<file path="config.mk">
export PLATFORM = sky130hd
export DESIGN_NAME = source_tokenizer
export DESIGN_NICKNAME = d
export VERILOG_FILES = /design/src/rtl/stok_pkg.sv /design/src/rtl/stok_front.sv /design/src/rtl/stok_back.sv /design/src/rtl/source_tokenizer.sv
export SDC_FILE = /design/constraint.sdc
export NUM_CORES = 1
export LEC_CHECK = 0
export BUFFER_PORTS_ARGS = -buffer_cell sky130_fd_sc_hd__buf_2
export CAP_MARGIN = 30
export CORE_UTILIZATION = 30
export CTS_BUF_LIST = sky130_fd_sc_hd__clkbuf_16
export DETAILED_ROUTE_END_ITERATION = 10
export PLACE_DENSITY_LB_ADDON = 0.12
export SYNTH_ARGS = -nofsm -noshare
export SYNTH_HDL_FRONTEND = slang
export SYNTH_HIERARCHICAL = 1
export SYNTH_SLANG_ARGS = --single-unit
</file>
<file path="constraint.sdc">
create_clock -name aclk -period 12.66 [get_ports aclk]
set_clock_uncertainty 0.1 [all_clocks]
set_input_delay 1.266 -clock aclk [delete_from_list [all_inputs] [get_ports aclk]]
set_output_delay 1.266 -clock aclk [all_outputs]
set_load 0.02 [all_outputs]
</file>
<file path="src/rtl/stok_pkg.sv">
// ----------------------------------------------------------------------------
// stok_pkg
// shared types, token kinds and character tables of the source tokenizer
// ----------------------------------------------------------------------------
`default_nettype none

package stok_pkg;

    localparam longint unsigned MAX_SOURCE_BYTES_DEF = 64'd16777216;
    localparam int QDEPTH   = 4;
    localparam int QCNT_W   = $clog2(QDEPTH + 1);

    // token kinds
    localparam logic [5:0] K_END    = 6'd0;
    localparam logic [5:0] K_ERROR  = 6'd1;
    localparam logic [5:0] K_INT    = 6'd2;
    localparam logic [5:0] K_FLOAT  = 6'd3;
    localparam logic [5:0] K_STRING = 6'd4;
    localparam logic [5:0] K_IDENT  = 6'd5;
    localparam logic [5:0] K_DOT    = 6'd6;
    localparam logic [5:0] K_ELLIP  = 6'd7;
    localparam logic [5:0] K_NONE   = 6'd0;
    localparam logic [5:0] K_MAX    = 6'd49;

    localparam logic [7:0] CH_NL    = 8'h0A;

    typedef struct packed {
        logic [7:0] source_byte;
        logic       source_last;
    } stok_in_t;

    typedef struct packed {
        logic [5:0]  token_kind;
        logic [23:0] token_offset;
        logic [15:0] token_length;
        logic [19:0] token_line;
        logic [15:0] token_column;
        logic        token_last;
    } stok_out_t;

    // one classified byte in the queue
    typedef struct packed {
        logic [7:0] data;
        logic       last;
        logic       digit;
        logic       alpha;
        logic       space;
    } stok_ent_t;

    // view of the queue head seen by the back end
    typedef struct packed {
        logic [QCNT_W-1:0] cnt;
        stok_ent_t         e0;
        stok_ent_t         e1;
    } stok_qview_t;

    // operator lead characters: index into the operator tables, 4'hF none
    function automatic logic [3:0] op_index(input logic [7:0] c);
        logic [3:0] r;
        r = 4'hF;
        unique case (c)
            ":": r = 4'd0;
            "&": r = 4'd1;
            "|": r = 4'd2;
            "^": r = 4'd3;
            "!": r = 4'd4;
            "=": r = 4'd5;
            "<": r = 4'd6;
            ">": r = 4'd7;
            "+": r = 4'd8;
            "-": r = 4'd9;
            "*": r = 4'd10;
            "/": r = 4'd11;
            "%": r = 4'd12;
            default: r = 4'hF;
        endcase
        return r;
    endfunction

    function automatic logic [5:0] op_base_kind(input logic [3:0] i);
        logic [5:0] k;
        unique case (i)
            4'd0:  k = 6'd10;
            4'd1:  k = 6'd20;
            4'd2:  k = 6'd22;
            4'd3:  k = 6'd24;
            4'd4:  k = 6'd27;
            4'd5:  k = 6'd11;
            4'd6:  k = 6'd31;
            4'd7:  k = 6'd34;
            4'd8:  k = 6'd37;
            4'd9:  k = 6'd40;
            4'd10: k = 6'd43;
            4'd11: k = 6'd46;
            4'd12: k = 6'd48;
            default: k = K_ERROR;
        endcase
        return k;
    endfunction

    // kind of the two-character operator, K_NONE when c does not extend it
    function automatic logic [5:0] op_alt_kind(input logic [3:0] i, input logic [7:0] c);
        logic [5:0] k;
        k = K_NONE;
        unique case (i)
            4'd0:  if (c == "=") k = 6'd11;
            4'd1:  if (c == "&") k = 6'd21;
            4'd2:  if (c == "|") k = 6'd23;
            4'd3:  if (c == "=") k = 6'd25;
            4'd4:  if (c == "=") k = 6'd28;
            4'd5:  if (c == "=") k = 6'd29; else if (c == ">") k = 6'd30;
            4'd6:  if (c == "=") k = 6'd32; else if (c == "<") k = 6'd33;
            4'd7:  if (c == "=") k = 6'd35; else if (c == ">") k = 6'd36;
            4'd8:  if (c == "+") k = 6'd38; else if (c == "=") k = 6'd39;
            4'd9:  if (c == "-") k = 6'd41; else if (c == "=") k = 6'd42;
                   else if (c == ">") k = 6'd30;
            4'd10: if (c == "*") k = 6'd44; else if (c == "=") k = 6'd45;
            4'd11: if (c == "=") k = 6'd47;
            4'd12: if (c == "=") k = 6'd49;
            default: k = K_NONE;
        endcase
        return k;
    endfunction

    // single-character punctuation, K_NONE otherwise
    function automatic logic [5:0] single_kind(input logic [7:0] c);
        logic [5:0] k;
        unique case (c)
            ",": k = 6'd8;
            ";": k = 6'd9;
            "(": k = 6'd12;
            ")": k = 6'd13;
            "{": k = 6'd14;
            "}": k = 6'd15;
            "[": k = 6'd16;
            "]": k = 6'd17;
            "?": k = 6'd18;
            "#": k = 6'd19;
            "~": k = 6'd26;
            default: k = K_NONE;
        endcase
        return k;
    endfunction

endpackage

`default_nettype wire

</file>
<file path="src/rtl/stok_front.sv">
// ----------------------------------------------------------------------------
// stok_front
// accepts source bytes, classifies them and queues them for the scanner
// ----------------------------------------------------------------------------
`default_nettype none

module stok_front import stok_pkg::*; (
    input  wire logic        aclk,
    input  wire logic        aresetn,
    input  wire logic        s_valid,
    output logic             s_ready,
    input  wire stok_in_t    s_data,
    input  wire logic [1:0]  pop,
    output stok_qview_t      qview
);

    stok_ent_t         ent_reg  [QDEPTH];
    stok_ent_t         ent_next [QDEPTH];
    logic [QCNT_W-1:0] cnt_reg, cnt_next, wr_idx;
    stok_ent_t         new_ent;
    logic              push;
    logic [7:0]        c;

    assign s_ready = (cnt_reg < QCNT_W'(QDEPTH));
    assign push    = s_valid && s_ready;

    // classify
    always_comb begin
        c               = s_data.source_byte;
        new_ent.data    = c;
        new_ent.last    = s_data.source_last;
        new_ent.digit   = (c >= "0") && (c <= "9");
        new_ent.alpha   = ((c >= "a") && (c <= "z")) || ((c >= "A") && (c <= "Z")) || (c == "_");
        new_ent.space   = (c == " ") || (c == 8'h09) || (c == 8'h0D) || (c == CH_NL);
    end

    // shift queue, head always at entry 0
    always_comb begin
        wr_idx   = cnt_reg - QCNT_W'(pop);
        cnt_next = wr_idx + QCNT_W'(push);
        for (int i = 0; i < QDEPTH; i++) begin
            unique case (pop)
                2'd1:    ent_next[i] = (i + 1 < QDEPTH) ? ent_reg[(i + 1) % QDEPTH] : ent_reg[i];
                2'd2:    ent_next[i] = (i + 2 < QDEPTH) ? ent_reg[(i + 2) % QDEPTH] : ent_reg[i];
                default: ent_next[i] = ent_reg[i];
            endcase
            if (push && (wr_idx == QCNT_W'(i))) begin
                ent_next[i] = new_ent;
            end
        end
    end

    always_ff @(posedge aclk) begin
        if (!aresetn) begin
            cnt_reg <= '0;
        end else begin
            cnt_reg <= cnt_next;
        end
        for (int i = 0; i < QDEPTH; i++) begin
            ent_reg[i] <= ent_next[i];
        end
    end

    assign qview.cnt = cnt_reg;
    assign qview.e0  = ent_reg[0];
    assign qview.e1  = ent_reg[1];

endmodule

`default_nettype wire

</file>
<file path="src/rtl/stok_back.sv">
// ----------------------------------------------------------------------------
// stok_back
// scanner state machine, position counters and token output register
// ----------------------------------------------------------------------------
`default_nettype none

module stok_back import stok_pkg::*; #(
    parameter longint unsigned MAX_SOURCE_BYTES = MAX_SOURCE_BYTES_DEF
) (
    input  wire logic        aclk,
    input  wire logic        aresetn,
    input  wire stok_qview_t qview,
    output logic [1:0]       pop,
    output logic             m_valid,
    input  wire logic        m_ready,
    output stok_out_t        m_data
);

    localparam logic [63:0] CAP_WIDE = 64'(MAX_SOURCE_BYTES) - 64'd1;
    localparam logic [23:0] POS_CAP  = (CAP_WIDE > 64'hFFFFFF) ? 24'hFFFFFF : CAP_WIDE[23:0];

    typedef enum logic [3:0] {
        S_IDLE, S_LCOM, S_BCOM, S_DOT, S_STR, S_STRESC, S_NINT, S_NFRAC,
        S_NEXPCHK, S_NSIGN, S_NEXPD, S_IDENT, S_OP
    } mode_t;

    typedef struct packed {
        logic [23:0] pos;
        logic [19:0] line;
        logic [15:0] col;
        logic [15:0] tcnt;
    } ctr_t;

    function automatic ctr_t adv(input ctr_t c, input logic [7:0] b);
        ctr_t r;
        r = c;
        if (c.pos < POS_CAP) r.pos = c.pos + 24'd1;
        if (b == CH_NL) begin
            if (c.line != 20'hFFFFF) r.line = c.line + 20'd1;
            r.col = 16'd1;
        end else if (c.col != 16'hFFFF) begin
            r.col = c.col + 16'd1;
        end
        if (c.tcnt != 16'hFFFF) r.tcnt = c.tcnt + 16'd1;
        return r;
    endfunction

    mode_t       mode_reg, mode_next;
    logic [3:0]  op_reg, op_next;
    logic        float_reg, float_next;
    logic        endp_reg, endp_next;
    logic [23:0] tstart_reg, tstart_next;
    ctr_t        ctr_reg, ctr_next, c0, c1, c2;
    logic        out_valid_reg;
    stok_out_t   out_reg;

    logic        a_none, a_ok, b_need, b_ok, stall, fire, out_free;
    logic        do_emit, emit_end, begin_tok;
    logic [1:0]  ntake;
    logic [5:0]  emit_kind, sk, ak;
    logic [3:0]  oi;
    logic [7:0]  a, b;
    stok_out_t   tok;

    assign a        = qview.e0.data;
    assign b        = qview.e1.data;
    assign a_none   = endp_reg;
    assign a_ok     = !endp_reg && (qview.cnt != '0);
    assign b_need   = !qview.e0.last && (qview.cnt < QCNT_W'(2));
    assign b_ok     = !qview.e0.last && !b_need;
    assign out_free = !out_valid_reg || m_ready;
    assign oi       = op_index(a);
    assign sk       = single_kind(a);
    assign ak       = op_alt_kind(op_reg, a);

    // one scanner decision per cycle, held while bytes are missing or the output is full
    always_comb begin
        stall      = !a_none && !a_ok;
        ntake      = 2'd0;
        do_emit    = 1'b0;
        emit_end   = 1'b0;
        emit_kind  = K_ERROR;
        begin_tok  = 1'b0;
        mode_next  = mode_reg;
        op_next    = op_reg;
        float_next = float_reg;
        unique case (mode_reg)
            S_IDLE: begin
                if (a_none) begin
                    do_emit  = 1'b1;
                    emit_end = 1'b1;
                end else if (qview.e0.space) begin
                    ntake = 2'd1;
                end else if (a == "/" && b_need) begin
                    stall = 1'b1;
                end else if (a == "/" && b_ok && b == "/") begin
                    ntake = 2'd2;
                    mode_next = S_LCOM;
                end else if (a == "/" && b_ok && b == "*") begin
                    ntake = 2'd2;
                    mode_next = S_BCOM;
                end else begin
                    begin_tok  = 1'b1;
                    ntake      = 2'd1;
                    float_next = 1'b0;
                    if (a == ".") mode_next = S_DOT;
                    else if (a == "\"") mode_next = S_STR;
                    else if (qview.e0.digit) mode_next = S_NINT;
                    else if (qview.e0.alpha) mode_next = S_IDENT;
                    else if (oi != 4'hF) begin
                        mode_next = S_OP;
                        op_next   = oi;
                    end else begin
                        do_emit   = 1'b1;
                        emit_kind = (sk != K_NONE) ? sk : K_ERROR;
                    end
                end
            end
            S_LCOM: begin
                if (a_none || a == CH_NL) mode_next = S_IDLE;
                else ntake = 2'd1;
            end
            S_BCOM: begin
                if (a_none) mode_next = S_IDLE;
                else if (a == "*" && b_need) stall = 1'b1;
                else if (a == "*" && b_ok && b == "/") begin
                    ntake = 2'd2;
                    mode_next = S_IDLE;
                end else ntake = 2'd1;
            end
            S_DOT: begin
                do_emit = 1'b1;
                emit_kind = K_DOT;
                if (!a_none && a == "." && b_need) stall = 1'b1;
                else if (!a_none && a == "." && b_ok && b == ".") begin
                    ntake = 2'd2;
                    emit_kind = K_ELLIP;
                end
            end
            S_STR: begin
                if (a_none || a == CH_NL) begin
                    do_emit = 1'b1;
                    emit_kind = K_STRING;
                end else begin
                    ntake = 2'd1;
                    if (a == "\"") begin
                        do_emit = 1'b1;
                        emit_kind = K_STRING;
                    end else if (a == "\\") mode_next = S_STRESC;
                end
            end
            S_STRESC: begin
                if (!a_none) ntake = 2'd1;
                mode_next = S_STR;
            end
            S_NINT: begin
                if (!a_none && qview.e0.digit) ntake = 2'd1;
                else if (!a_none && a == "." && b_need) stall = 1'b1;
                else if (!a_none && a == "." && b_ok && qview.e1.digit) begin
                    ntake = 2'd1;
                    float_next = 1'b1;
                    mode_next = S_NFRAC;
                end else mode_next = S_NEXPCHK;
            end
            S_NFRAC: begin
                if (!a_none && qview.e0.digit) ntake = 2'd1;
                else mode_next = S_NEXPCHK;
            end
            S_NEXPCHK: begin
                if (!a_none && (a == "e" || a == "E")) begin
                    ntake = 2'd1;
                    float_next = 1'b1;
                    mode_next = S_NSIGN;
                end else begin
                    do_emit = 1'b1;
                    emit_kind = float_reg ? K_FLOAT : K_INT;
                end
            end
            S_NSIGN: begin
                if (!a_none && (a == "+" || a == "-")) ntake = 2'd1;
                mode_next = S_NEXPD;
            end
            S_NEXPD: begin
                if (!a_none && qview.e0.digit) ntake = 2'd1;
                else begin
                    do_emit = 1'b1;
                    emit_kind = K_FLOAT;
                end
            end
            S_IDENT: begin
                if (!a_none && (qview.e0.digit || qview.e0.alpha)) ntake = 2'd1;
                else begin
                    do_emit = 1'b1;
                    emit_kind = K_IDENT;
                end
            end
            S_OP: begin
                do_emit = 1'b1;
                if (!a_none && ak != K_NONE) begin
                    ntake = 2'd1;
                    emit_kind = ak;
                end else emit_kind = op_base_kind(op_reg);
            end
            default: mode_next = S_IDLE;
        endcase
        if (do_emit && !emit_end) mode_next = S_IDLE;
    end

    assign fire = !stall && (!do_emit || out_free);
    assign pop  = fire ? ntake : 2'd0;

    // counters after the bytes taken by this decision
    always_comb begin
        c0 = ctr_reg;
        if (begin_tok) c0.tcnt = 16'd0;
        c1 = adv(c0, a);
        c2 = adv(c1, b);
        unique case (ntake)
            2'd1:    ctr_next = c1;
            2'd2:    ctr_next = c2;
            default: ctr_next = c0;
        endcase
        tstart_next = begin_tok ? ctr_reg.pos : tstart_reg;
        endp_next   = endp_reg || (ntake != 2'd0 && qview.e0.last)
                      || (ntake == 2'd2 && qview.e1.last);
        if (emit_end) begin
            tok.token_kind   = K_END;
            tok.token_offset = ctr_reg.pos;
            tok.token_length = 16'd0;
            tok.token_line   = ctr_reg.line;
            tok.token_column = ctr_reg.col;
            tok.token_last   = 1'b1;
        end else begin
            tok.token_kind   = emit_kind;
            tok.token_offset = tstart_next;
            tok.token_length = ctr_next.tcnt;
            tok.token_line   = ctr_next.line;
            tok.token_column = (ctr_next.col >= ctr_next.tcnt) ?
                               ctr_next.col - ctr_next.tcnt : 16'd0;
            tok.token_last   = 1'b0;
        end
    end

    always_ff @(posedge aclk) begin
        if (!aresetn) begin
            mode_reg      <= S_IDLE;
            op_reg        <= '0;
            float_reg     <= 1'b0;
            endp_reg      <= 1'b0;
            tstart_reg    <= '0;
            ctr_reg       <= '{pos: 24'd0, line: 20'd1, col: 16'd1, tcnt: 16'd0};
            out_valid_reg <= 1'b0;
        end else begin
            if (fire) begin
                if (emit_end) begin
                    mode_reg   <= S_IDLE;
                    op_reg     <= '0;
                    float_reg  <= 1'b0;
                    endp_reg   <= 1'b0;
                    tstart_reg <= '0;
                    ctr_reg    <= '{pos: 24'd0, line: 20'd1, col: 16'd1, tcnt: 16'd0};
                end else begin
                    mode_reg   <= mode_next;
                    op_reg     <= op_next;
                    float_reg  <= float_next;
                    endp_reg   <= endp_next;
                    tstart_reg <= tstart_next;
                    ctr_reg    <= ctr_next;
                end
            end
            if (fire && do_emit) out_valid_reg <= 1'b1;
            else if (m_ready) out_valid_reg <= 1'b0;
        end
        if (fire && do_emit) out_reg <= tok;
    end

    assign m_valid = out_valid_reg;
    assign m_data  = out_reg;

endmodule

`default_nettype wire

</file>
<file path="src/rtl/source_tokenizer.sv">
// ----------------------------------------------------------------------------
// source_tokenizer
// streaming lexer for c-like source text, one byte per input item
// ----------------------------------------------------------------------------
// Source bytes enter on the s_ channel, each with a last flag; tokens leave on
// the m_ channel as kind, offset, length, line and column, with an end token
// after the last byte. Blanks and comments are dropped. A front end classifies
// bytes into a four-entry queue; the scanner in the back end makes one
// decision per cycle, stalling while it lacks bytes or the output is full,
// and consumes zero, one or two bytes in it. Bytes inside a token or comment
// are taken one per decision; most tokens end in a separate emit decision
// that leaves the following byte queued, and a number ending without an
// exponent first passes an exponent check. The end token has its own decision.
// The queue lets input keep arriving while a token waits on the output.
// ----------------------------------------------------------------------------
`default_nettype none

module source_tokenizer import stok_pkg::*; #(
    parameter longint unsigned MAX_SOURCE_BYTES = MAX_SOURCE_BYTES_DEF
) (
    input  wire logic      aclk,
    input  wire logic      aresetn,
    // source byte items
    input  wire logic      s_valid,
    output logic           s_ready,
    input  wire stok_in_t  s_data,
    // token items
    output logic           m_valid,
    input  wire logic      m_ready,
    output stok_out_t      m_data
);

    stok_qview_t qview;   // head of the byte queue
    logic [1:0]  pop;     // bytes consumed by the scanner this cycle

    // classify and queue
    stok_front u_front (
        .aclk    (aclk),
        .aresetn (aresetn),
        .s_valid (s_valid),
        .s_ready (s_ready),
        .s_data  (s_data),
        .pop     (pop),
        .qview   (qview)
    );

    // scan and emit tokens
    stok_back #(
        .MAX_SOURCE_BYTES (MAX_SOURCE_BYTES)
    ) u_back (
        .aclk    (aclk),
        .aresetn (aresetn),
        .qview   (qview),
        .pop     (pop),
        .m_valid (m_valid),
        .m_ready (m_ready),
        .m_data  (m_data)
    );

endmodule

`default_nettype wire

</file>
* Yosys cells after proc, flatten, opt, wreduce, memory -nomap -nowiden
Memories as Yosys holds them, arrays and structs flattened. A register that Yosys moved wholly into a read port is not among the register bits.
Index checks and enable logic that the tools add are counted.
** Storage, ports and cells
- Flip-flop bits (word level) :: 197
- Bits in writable memories :: 48
- Memories :: 2
- Logic and storage cells :: 402
- Bits of input ports :: 13
- Bits in read-only memories :: 96
- Output and inout bits :: 85
** Memory list
- (name not given) :: words 16, bits a word 6, rd ports 1, clocked after memory_dff 1, write ports 0, RTL line stok_pkg.sv:82 : unique case (i)
- u_front.ent_reg :: words 4, bits a word 12, rd ports 4, clocked after memory_dff 0, write ports 4, RTL line stok_front.sv:17 : stok_ent_t ent_reg [QDEPTH];
** Cells by class
- $lt $le $gt $ge :: 11
- Reduce and logical (&&, ||, !) cells :: 75
- Multiplexer cells :: 176
- Add/subtract/negate cells :: 11
- Equal/unequal tests :: 110
** Operators with widths (number)
- 8-bit by 6-bit == test with 1-bit output, second input constant :: 23
- 6-bit 2-to-1 mux :: 27
- 4-bit 2-to-1 mux :: 39
- 76-bit case mux with 2 select lines :: 1
- 16-bit 2-to-1 mux :: 8
- 24-bit 2-to-1 mux :: 4
- 8-bit by 7-bit == test with 1-bit output, second input constant :: 11
- 20-bit 2-to-1 mux :: 4
- 6-bit case mux with 13 select lines :: 1
- 77-bit 2-to-1 mux :: 1
- 76-bit 2-to-1 mux :: 1
- 16-bit by 1-bit adder with 16-bit output, second input constant :: 4
- 16-bit != test, second input constant :: 4
- 12-bit 2-to-1 mux :: 5
- 5-bit case mux with 11 select lines :: 1
- 1-bit 2-to-1 mux :: 53
- 4-bit case mux with 13 select lines :: 1
- 24-bit by 1-bit adder with 24-bit output, second input constant :: 2
- 24-bit less-than comparator, second input constant :: 2
- 12-bit case mux with 2 select lines :: 2
- 6-bit case mux with 7 select lines :: 1
- 20-bit by 1-bit adder with 20-bit output, second input constant :: 2
- 4-bit == test, second input constant :: 10
- 8-bit by 4-bit == test with 1-bit output, second input constant :: 5
- 53 further kinds :: 171

* Logic depth before layout (Yosys ltp)
An unclocked memory read counts as a cell.
- Depth in word-level cells :: 23
- Depth in mapped cells :: 33
- Gate-level depth less buffers :: 29

* By module
The synthesis kept the hierarchy.
** Modules (own cells, without submodules)
- stok_back :: cells each 1979, area each 15587.4 um^2, times used 1
- stok_front :: cells each 196, area each 2563.7 um^2, times used 1

* Worst setup path after synthesis
No wires, ideal clock.
- Kind :: flip-flop to flip-flop
- Start :: mem u_front/ent_reg[0][10] (netlist name)
- End :: reg u_back.out_reg, in the netlist u_back/m_data[11] (data pin)
- Path slack :: 5.870 ns
- Arrival time :: 6.419 ns
- Cell stages (with the launch flop) :: 33
- Buffers on the path :: 6
- Required time :: 12.289 ns
- Path through :: edfxtp_1 > buf_6 > or4_4 > nor3_4 > buf_4 > buf_4 > clkbuf_1 > nor2_1 > inv_1 > ha_1 > nand2_1 > nor2_1 > o311ai_0 > or4b_1 > or3_1 > buf_2 > a21oi_1 > o22ai_1 > mux2i_1 > ha_1 > inv_1 > fa_1 > a21o_1 > a21oi_1 > o21bai_1 > a2111o_1 > a31oi_1 > a211oi_1 > o31ai_1 > a21oi_1 > inv_1 > clkbuf_1 > o22ai_1
** RTL lines
- from (decl) :: RTL line stok_front.sv:17
- to (signal assigned) :: RTL line stok_back.sv:274 : if (fire && do_emit) out_reg <= tok;
- to (decl) :: RTL line stok_back.sv:55 : stok_out_t out_reg;

==> summary.txt <==
Run status
  – Outcome: finished, final reports clean

Timing
  – Fin worst setup slack: approximately 3.8 ns
  – Hold WS: roughly 0.39 ns
  – Tmin final: slightly below 9 ns
  – Setup violations, final: 0
  – FMAX: around 110 MHz
  – Slew Limit Headroom: 0.4017
  – Final Hold Vio Count: 0
  – Final Cycle Share: 0.7005
  – Setup TNS: 0 ns
  – RSZ-0062 raised after global routing: no
  – Max Slew Vio Count: 0
  – Slew @ Worst Pin: roughly 0.89 ns

Placed design
  – Number of port buffers: 97
  – Area after DPL: between 0.015 and 0.02 mm²
  – Placement Setup Slack: 3.970 ns
  – GP Congestion: roughly 0.9
  – DPL Wire Length: between 40 and 50 mm
  – Placed Cells: 2,934

Worst setup path
  – Crit Path Class: flop to flop
  – Setup crit end kind: flop
  – Crit path arrival time: around 9.1 ns
  – Critical Path RT: approximately 13 ns
  – Critical path peak fanout: 48
  – Reg2Reg Setup Slack: 3.79 ns
  – CP delay by family, top: compound AO/OA/AOI/OAI gates
  – CP startpoint kind: flop
  – CP max-delay cell: nor2_1
  – Worst path buffer plus inverter count: 6
  – CP peak stage delay: 0.75 ns
  – CP most frequent cell: inv_1

Clocking
  – CTS buffer count: 35
  – TritonCTS clock tree: built
  – Clock-pin slew on the worst setup and hold paths: about 0.06 ns
  – Root buffer cell: clkbuf_16
  – CTS Hold Bufs: 0
  – Post-CTS setup buffer count: 0
  – Clk buf depth: 3
  – Post_cts resized: 0
  – Clk Latency, worst-skew pair: between 0.5 and 0.6 ns
  – H-tree levels: 2
  – CTS sink cnt: 251

Power and ir drop
  – Peak supply drop: approximately 140 µV
  – Pwr Total: roughly 4.7 mW
  – Leak pwr: ~7 nW
  – PwrDens: between 200 and 250 mW/mm²

Routing
  – DR vias: about 17,000
  – WL/cell: 22.33 µm
  – DRC: 0
  – 1st-iter DRT viols: 1,506
  – Vias per inst: approximately 5.8
  – Final WL: approximately 67 mm
  – DRT antenna net count: 0
  – DRT Pass-1 Iters: 6

Yosys
  – Netlist cell types: around 120
  – Mux contribution to synthesized area: 0.04687
  – Predominant post-synthesis flop cell: edfxtp_1
  – Synth Area in Simple Gates: 0.2473
  – Syn Area/Cell: between 8 and 9 µm²
  – Yosys reg bits: about 250
  – Most common cell in the netlist: nand2_1
  – Number of synthesized flops with an enable pin: about 130
  – Synthesized instance count: approximately 2,200
  – Synthesized area: roughly 0.018 mm²
  – Adder-Cell Fraction of Synth Area: 0.02702
  – Area contributors post-synth: edfxtp_1 (22%), dfxtp_1 (13%), nand2_1 (5.0%), nor2_1 (4.1%), o21ai_0 (4.1%)
  – Synth Area in XOR/XNOR: 0.04391
  – Post-synth top cells: nand2_1 (244), nor2_1 (200), o21ai_0 (147), edfxtp_1 (131), a21oi_1 (127)
  – Yosys top cell area share: 0.2167
  – Seq/Total Area, Yosys: 0.3491
  – Ys async rst share: 0
  – Yosys top cell by area: edfxtp_1
  – Compound-cell area share of the yosys netlist: 0.2395
  – Synth Warn #: 6
  – Largest family of logic cells by synthesized area: simple AND/OR/NAND/NOR gates
  – Syn_nets: about 2,200

Floorplanning
  – Num ports: just under 100
  – Core area: between 0.05 and 0.06 mm²
  – Die W: roughly 250 µm
  – Die H: approximately 250 µm
  – Die ar.: between 0.06 and 0.07 mm²
  – Starting Density: 0.3058
  – Core Rows: 89

GRT
  – Pin count of the biggest net entering global routing: 57
  – Met2 Use GR: 0.3513
  – GRT overflow: 0
  – Antenna violations before repair: 0
  – Grt peak-use layer: met2
  – Vias in the first global route: between 15,000 and 20,000
  – Grt met3 use: 0.02476
  – First-pass GRT wire length: 102.5 mm
  – GRT Overall Usage: 0.2155
  – Met1 usage: 0.2979

Finish
  – P&R area growth vs syn: 12.84%
  – Post-route design area: ~0.020 mm²
  – Largest register FFs: 83
  – Share of cells above drive strength 1: 0.1344
  – Fin cells: around 3,000
  – Final core utilization: 0.3451
  – Ant. Diodes: 0
  – Fin nets: between 2,000 and 2,500

Run
  – Max Cap Viol: 0

Hold path
  – Hold WC Path Type: flop to flop
==> cell usage in the layout (no fill, tap or decap), types with 42 or more instances in the layout <==
master    netlist  final
xnor2_1        48     48
nand3_1        80     80
o21ai_0       147    146
dfxtp_1       120    120
buf_2          26     98
nor3_1         85     84
a22oi_1        53     53
inv_1          55     61
nand2_1       244    244
a21oi_1       127    127
edfxtp_1      131    131
nand4_1        42     42
nor2_1        200    195
==> worst paths after layout <==
check                          to                   from  cells past startpoint
max             u_back/m_data[12]  u_front/ent_reg[0][6]                     29
min reg2reg  u_back/tstart_reg[7]   u_back/tstart_reg[7]                      2
max reg2reg     u_back/m_data[12]  u_front/ent_reg[0][6]                     29
min          u_back/tstart_reg[7]   u_back/tstart_reg[7]                      2
==> layer usage <==
metal,vias to the layer above,wire (µm)
met1,8512,30670
met5,-,0
li1,8234,-
met4,0,1500
met2,516,31310
met3,88,3462
==> logic make-up after synthesis <==
kind of cell,Yosys count
xor+xnor,88
fa+ha+maj,38
compound gates,644
simple gates,874
mux,77
flops,251
buf+inv,203
==> cell type report <==
class	count	area (µm²)
Timing Repair Buffer	133	792.0
Clock inverter	27	245.2
Inverter	56	210.2
Clock buffer	37	925.9
Sequential cell	251	6336
Tap cell	773	967.2
Multi-Input combinational cell	1721	11010
Fill cell	6200	38870
==> power breakdown <==
part | total [mW] | internal, mW | switching, mW
combinational | 2.28 | 0.663 | 1.62
clock | 1.01 | 0.613 | 0.398
sequential | 1.43 | 1.25 | 0.181
total | 4.72 | 2.53 | 2.19
==> worst min-delay path: cells and delay by family (launching register included) <==
| family | cells | cell delay (ns) |
|---|---|---|
| flip-flops | 1 | 0.32 |
| AO/OA/AOI/OAI | 1 | 0.06 |
| AND/OR/NAND/NOR | 1 | 0.08 |
(Power assumes the default switching activity.)
